===== src/hw/rtl/lcam_pkg.sv =====
// lcam_pkg: shared widths, register indexes and beat types for the
// linear concatenation address map. Depends on nothing.
package lcam_pkg;

  localparam int unsigned SectorW     = 48;
  localparam int unsigned PendW       = 21;
  localparam int unsigned OfferW      = 17;
  localparam int unsigned SizeW       = 40;
  localparam int unsigned CountW      = 3;
  localparam int unsigned RegIdxW     = 3;
  localparam int unsigned DiskIdxW    = 2;
  localparam int unsigned SectorShift = 9;
  // sector to 1 KiB block
  localparam int unsigned BlockShift  = 1;
  localparam int unsigned BlockW      = SectorW - BlockShift;
  // running offset: at most four nonzero 40-bit sizes
  localparam int unsigned BaseW       = SizeW + 2;
  // sectors left on the hit disk, at most twice a size
  localparam int unsigned RoomW       = SizeW + 2;
  localparam int unsigned WantW       = PendW + 1 - SectorShift;

  localparam int unsigned NumSizeRegs = 4;
  localparam int unsigned MaxDisksDef = 4;

  localparam logic [CountW-1:0]  DiskCountRst = CountW'(1);
  localparam logic [RegIdxW-1:0] RegDiskCount = RegIdxW'(0);
  localparam logic [RegIdxW-1:0] RegSizeDisk0 = RegIdxW'(1);

  typedef struct packed {
    logic [SectorW-1:0] sector;
    logic [PendW-1:0]   pending_bytes;
    logic [OfferW-1:0]  offered_bytes;
  } lcam_in_t;

  typedef struct packed {
    logic [DiskIdxW-1:0] disk_index;
    logic [SectorW-1:0]  disk_sector;
    logic                out_of_range;
    logic [OfferW-1:0]   merge_bytes;
  } lcam_out_t;

  typedef struct packed {
    logic [RegIdxW-1:0] reg_index;
    logic [SizeW-1:0]   wdata;
  } lcam_cfg_t;

  // what travels from cell to cell
  typedef struct packed {
    logic [SectorW-1:0]  sector;
    logic [PendW-1:0]    pending_bytes;
    logic [OfferW-1:0]   offered_bytes;
    logic [BaseW-1:0]    base;
    logic                found;
    logic [DiskIdxW-1:0] hit;
    logic [BaseW-1:0]    hit_base;
    logic [BaseW-1:0]    hit_end;
  } lcam_chain_t;

endpackage


===== src/hw/rtl/lcam_finish.sv =====
// lcam_finish: two register stages after the cell chain that form the
// disk-relative sector and the merge byte count. Depends on lcam_pkg.
module lcam_finish (
  input  logic                  clk_i,
  input  logic                  rst_ni,
  input  logic                  up_valid_i,
  output logic                  up_ready_o,
  input  lcam_pkg::lcam_chain_t up_data_i,
  output logic                  dn_valid_o,
  input  logic                  dn_ready_i,
  output lcam_pkg::lcam_out_t   dn_data_o
);

  // stage a: relative sector, room left on the disk, sectors wanted
  logic                            a_valid_q;
  logic                            a_ready;
  logic                            a_found_q;
  logic [lcam_pkg::DiskIdxW-1:0]   a_hit_q;
  logic [lcam_pkg::SectorW-1:0]    a_rel_q, a_rel_d;
  logic [lcam_pkg::RoomW-1:0]      a_room_q, a_room_d;
  logic [lcam_pkg::WantW-1:0]      a_want_q, a_want_d;
  logic [lcam_pkg::PendW-1:0]      a_pend_q;
  logic [lcam_pkg::OfferW-1:0]     a_offer_q;
  logic [lcam_pkg::SectorW-1:0]    base_sect, end_sect;
  logic [lcam_pkg::PendW:0]        total_bytes;

  // stage b: output register
  logic                            b_valid_q;
  logic                            b_ready;
  lcam_pkg::lcam_out_t             b_data_q, b_data_d;
  logic                            fits;
  logic [lcam_pkg::PendW:0]        room_bytes, pend_ext;

  assign base_sect   = {(lcam_pkg::SectorW-1)'(up_data_i.hit_base), 1'b0};
  assign end_sect    = {(lcam_pkg::SectorW-1)'(up_data_i.hit_end), 1'b0};
  assign a_rel_d     = up_data_i.sector - base_sect;
  assign a_room_d    = lcam_pkg::RoomW'(end_sect - up_data_i.sector);
  assign total_bytes = {1'b0, up_data_i.pending_bytes}
                       + (lcam_pkg::PendW + 1)'(up_data_i.offered_bytes);
  assign a_want_d    = total_bytes[lcam_pkg::PendW:lcam_pkg::SectorShift];

  assign b_ready    = !b_valid_q || dn_ready_i;
  assign a_ready    = !a_valid_q || b_ready;
  assign up_ready_o = a_ready;

  always_ff @(posedge clk_i or negedge rst_ni) begin
    if (!rst_ni) begin
      a_valid_q <= 1'b0;
      b_valid_q <= 1'b0;
    end else begin
      if (a_ready) begin
        a_valid_q <= up_valid_i;
      end
      if (b_ready) begin
        b_valid_q <= a_valid_q;
      end
    end
  end

  always_ff @(posedge clk_i) begin
    if (a_ready && up_valid_i) begin
      a_found_q <= up_data_i.found;
      a_hit_q   <= up_data_i.hit;
      a_rel_q   <= a_rel_d;
      a_room_q  <= a_room_d;
      a_want_q  <= a_want_d;
      a_pend_q  <= up_data_i.pending_bytes;
      a_offer_q <= up_data_i.offered_bytes;
    end
  end

  assign fits       = lcam_pkg::RoomW'(a_want_q) <= a_room_q;
  // only used when room is below want, so the low bits of room suffice
  assign room_bytes = {a_room_q[lcam_pkg::WantW-1:0], {lcam_pkg::SectorShift{1'b0}}};
  assign pend_ext   = {1'b0, a_pend_q};

  always_comb begin
    b_data_d = '0;
    if (!a_found_q) begin
      b_data_d.out_of_range = 1'b1;
    end else begin
      b_data_d.disk_index  = a_hit_q;
      b_data_d.disk_sector = a_rel_q;
      if (fits) begin
        b_data_d.merge_bytes = a_offer_q;
      end else if (room_bytes > pend_ext) begin
        b_data_d.merge_bytes = lcam_pkg::OfferW'(room_bytes - pend_ext);
      end
    end
  end

  always_ff @(posedge clk_i) begin
    if (b_ready && a_valid_q) begin
      b_data_q <= b_data_d;
    end
  end

  assign dn_valid_o = b_valid_q;
  assign dn_data_o  = b_data_q;

endmodule


===== config.mk =====
export PLATFORM = sky130hd
export DESIGN_NAME = lcam_finish
export DESIGN_NICKNAME = d
export VERILOG_FILES = /design/src/hw/rtl/lcam_pkg.sv /design/src/hw/rtl/lcam_finish.sv
export SDC_FILE = /design/constraint.sdc
export NUM_CORES = 1
export LEC_CHECK = 0
export ABC_AREA = 1
export BUFFER_PORTS_ARGS = -buffer_cell sky130_fd_sc_hd__buf_2
export CELL_PAD_IN_SITES_DETAIL_PLACEMENT = 0
export CELL_PAD_IN_SITES_GLOBAL_PLACEMENT = 1
export CORE_MARGIN = 1.5
export CORE_UTILIZATION = 37
export CTS_CLUSTER_DIAMETER = 60
export DETAILED_ROUTE_END_ITERATION = 8
export HOLD_SLACK_MARGIN = 0.02
export MAX_ROUTING_LAYER = met4
export PLACE_DENSITY_LB_ADDON = 0.1
export REMOVE_ABC_BUFFERS = 1
export SLEW_MARGIN = 25
export SYNTH_ARGS = -nofsm -noshare
export SYNTH_HDL_FRONTEND = slang
export SYNTH_SLANG_ARGS = --single-unit

===== constraint.sdc =====
create_clock -name clk_i -period 4 [get_ports clk_i]
set_input_delay 0.6 -clock clk_i [delete_from_list [all_inputs] [get_ports clk_i]]
set_output_delay 0.6 -clock clk_i [all_outputs]
set_load 0.01 [all_outputs]

==> impl_metrics.tcl <==
set metrics [dict create \
    initial_core_util 0.374 \
    dr_total_vias 14700 \
    seq_power_share 0.389 \
    core_area_um2 42900 \
    cp.depth 15 \
    worstSetupStartpointType "primary input" \
    async_flop_share 0.00939 \
    grt_max_degree 63 \
    ys_ff_latch 213 \
    pin_count 289 \
    final_cells 3089 \
    path_buf_inv 3 \
    postCtsHoldBufs 1 \
    nNetsFinal 2818 \
    p_per_area_nw_per_um2 393 \
    final_common_cell "nand2_1" \
    ir_drop_uv 292 \
    clk_pin_slew_worst_paths_ps 60 \
    crit_chain "buf_2 > inv_1 > ha_1 > inv_1 > fa_1 > nand3_1 > nand2_1 > nand2_1 > nand2_1 > nand2_1 > nand3_1 > nand2_1 > nand2_1 > nand2_1 > nand2_1" \
    wire_per_inst_um 17.5 \
    whs_path_depth 1 \
    cts_tree "yes" \
    p_clk_frac 0.358 \
    ctsHtreeMaxLevel 1 \
    crit_arrival_ps 2730 \
    dieArea_um2 44600 \
    cts-root-buf "clkbuf_16" \
    die_w_um 211 \
    cap_viol_max_count 0 \
    period_share 0.603 \
    routed_via_density 4.76 \
    cpMostUsedCell "nand2_1" \
    end_kind "flip-flop" \
    p_leak_uw 0.00982 \
    synth.cell_area_um2 16000 \
    path_delay_family "simple AND/OR/NAND/NOR gates" \
    place.gp.congestion 0.936 \
    antenna_left 0 \
    drc_errors 0 \
    drt_pass1_iterations 5 \
    ys_types 39 \
    synth-main-ff-cell "edfxtp_1" \
    wirelength_um 54100 \
    gr-usage-all-layers 0.250 \
    synth_warnings 0 \
    period_needed_ps 2410 \
    grt_pass1_vias 14500 \
    rsz0062_at_grt "no" \
    crit_path_max_incr_delay_ps 430 \
    cts.sinks 213 \
    dp_hpwl_um 45700 \
    slew_headroom 0.421 \
    clk_latency_ps 570 \
    row_count 76 \
    grt_antenna_before_repair 3 \
    finalHoldViolations 0 \
    skew_ps 14.1 \
    cp.required_ps 4320 \
    cts_setup_buffers 0 \
    critPathKind "in -> reg" \
    status "completed" \
    syn_avg_cell_area_um2 7.28 \
    hp-class "in -> reg" \
    flow.area_growth_from_synthesis_pct 18.7 \
    cp_max_fo 4 \
    slew_violations 0 \
    max_freq_mhz 415 \
    final_cell_mix "nand2_1, inv_1, buf_2" \
    cts_buffers 30 \
    worstRegToRegCells 10 \
    power_frac_comb 0.253 \
    grt-ovfl-total 0 \
    drive_above_1_share 0.129 \
    internal_power_uw 5010 \
    die_h_um 211 \
    swShare 0.330 \
    drt_iter0_drc 825 \
    fin_util 0.444 \
    postCtsResizedCells 0 \
    cts.path.max_buffers 3 \
    worst_pin_slew_ps 859 \
    p_sw_uw 2460 \
    setup_viol 0 \
    ys_seq_area_frac 0.398 \
    numPortBuffers 245 \
    dp.cells 3025 \
    synthCells 2203 \
    grt_pass1_wl_um 81400 \
    critPathSlowestCell "fa_1" \
    synth_edf_count 211 \
]
sequential cells by signal (all words and copies together), names as in the netlist:
| signal | cells |
|---|---|
| dn_data_o | 68 |
| a_rel_q | 48 |
| a_room_q | 41 |
| a_pend_q | 21 |
| a_offer_q | 17 |
| a_want_q | 13 |
| a_hit_q | 2 |
| a_found_q | 1 |
| a_valid_q | 1 |
| dn_valid_o | 1 |
final cells by class:
class,count,area [um^2]
multi-input combinational,1555,8000
timing repair buffer,250,1290
inverter,423,1590
clock inverter,23,223
sequential,213,6390
antenna,7,17.5
clock buffer,33,783
fill,4602,23900
tap,585,732
metrics by stage:
| stage | TNS, ps | area (um^2) | total power [uW] | hold WS (ps) | setup slack (ps) |
|---|---|---|---|---|---|
| 4_1_cts | 0 | 19000 | 7570 | 174 | 1610 |
| 5_1_grt | 0 | 19000 | 7880 | 184 | 1410 |
| 6_report | 0 | 19000 | 7470 | 208 | 1590 |
| 3_5_place_dp | 0 | 18000 | 4860 | 392 | 1020 |
| 2_1_floorplan | -52620 | 16000 | 4160 | 304 | -459 |
| 3_3_place_gp | 0 | 18000 | 4850 | 393 | 1040 |
synthesized netlist by cell type (3+ instances only):
cell | instances | area (um^2)
nand2_1 | 704 | 2640
inv_1 | 420 | 1580
nor2_1 | 235 | 882
edfxtp_1 | 211 | 6340
a21oi_1 | 149 | 746
ha_1 | 124 | 1550
nand3_1 | 94 | 470
o21ai_0 | 68 | 340
xor2_1 | 57 | 499
nand4_1 | 26 | 163
nor3_1 | 20 | 100
nor2_2 | 12 | 75.1
o21bai_1 | 11 | 82.6
a31oi_1 | 7 | 43.8
clkbuf_1 | 7 | 26.3
nand3b_1 | 7 | 52.6
xnor2_1 | 7 | 61.3
a21o_1 | 6 | 45.0
o21a_1 | 5 | 37.5
a21boi_0 | 4 | 30.0
and2_1 | 3 | 18.8
power groups by stage:
stage | clock, uW | combinational [uW] | sequential, uW
2_1_floorplan | 0 | 1170 | 2990
3_3_place_gp | 0 | 1890 | 2950
3_5_place_dp | 0 | 1900 | 2960
4_1_cts | 2740 | 1910 | 2910
5_1_grt | 2820 | 2140 | 2930
6_report | 2670 | 1890 | 2910
metal layers:
metal | share of wire | vias to the layer above | track usage
met5 | 0 | - | -
met4 | 0.028 | 0 | 0.0756
met3 | 0.047 | 90 | 0.0269
met2 | 0.47 | 379 | 0.415
met1 | 0.46 | 6644 | 0.320
li1 | - | 7587 | -
path summary, 6_finish.rpt:
kind	from	slack, ps	end
setup / recovery	up_data_i[168]	1590	a_rel_q[33]$_DFFE_PP_
hold / removal	up_data_i[84]	210	a_hit_q[0]$_DFFE_PP_
setup reg to reg	a_room_q[9]$_DFFE_PP_	1720	dn_data_o[1]$_SDFFCE_PN0P_
hold reg to reg	a_rel_q[11]$_DFFE_PP_	500	dn_data_o[29]$_SDFFCE_PN0P_
max in group asynchronous	rst_ni	3530	dn_valid_o$_DFFE_PN0P_
min in group asynchronous	rst_ni	370	a_valid_q$_DFFE_PN0N_
kinds of logic after synthesis:
| logic type | Yosys count | synth area share |
|---|---|---|
| AND/OR/NAND/NOR | 1111 | 0.279 |
| buffers and inverters | 435 | 0.103 |
| AO/OA/AOI/OAI | 254 | 0.0850 |
| flip-flops | 213 | 0.398 |
| adder cells (fa/ha/maj) | 126 | 0.0993 |
| XOR/XNOR | 64 | 0.0350 |
Power figures use the tool's default switching activity.
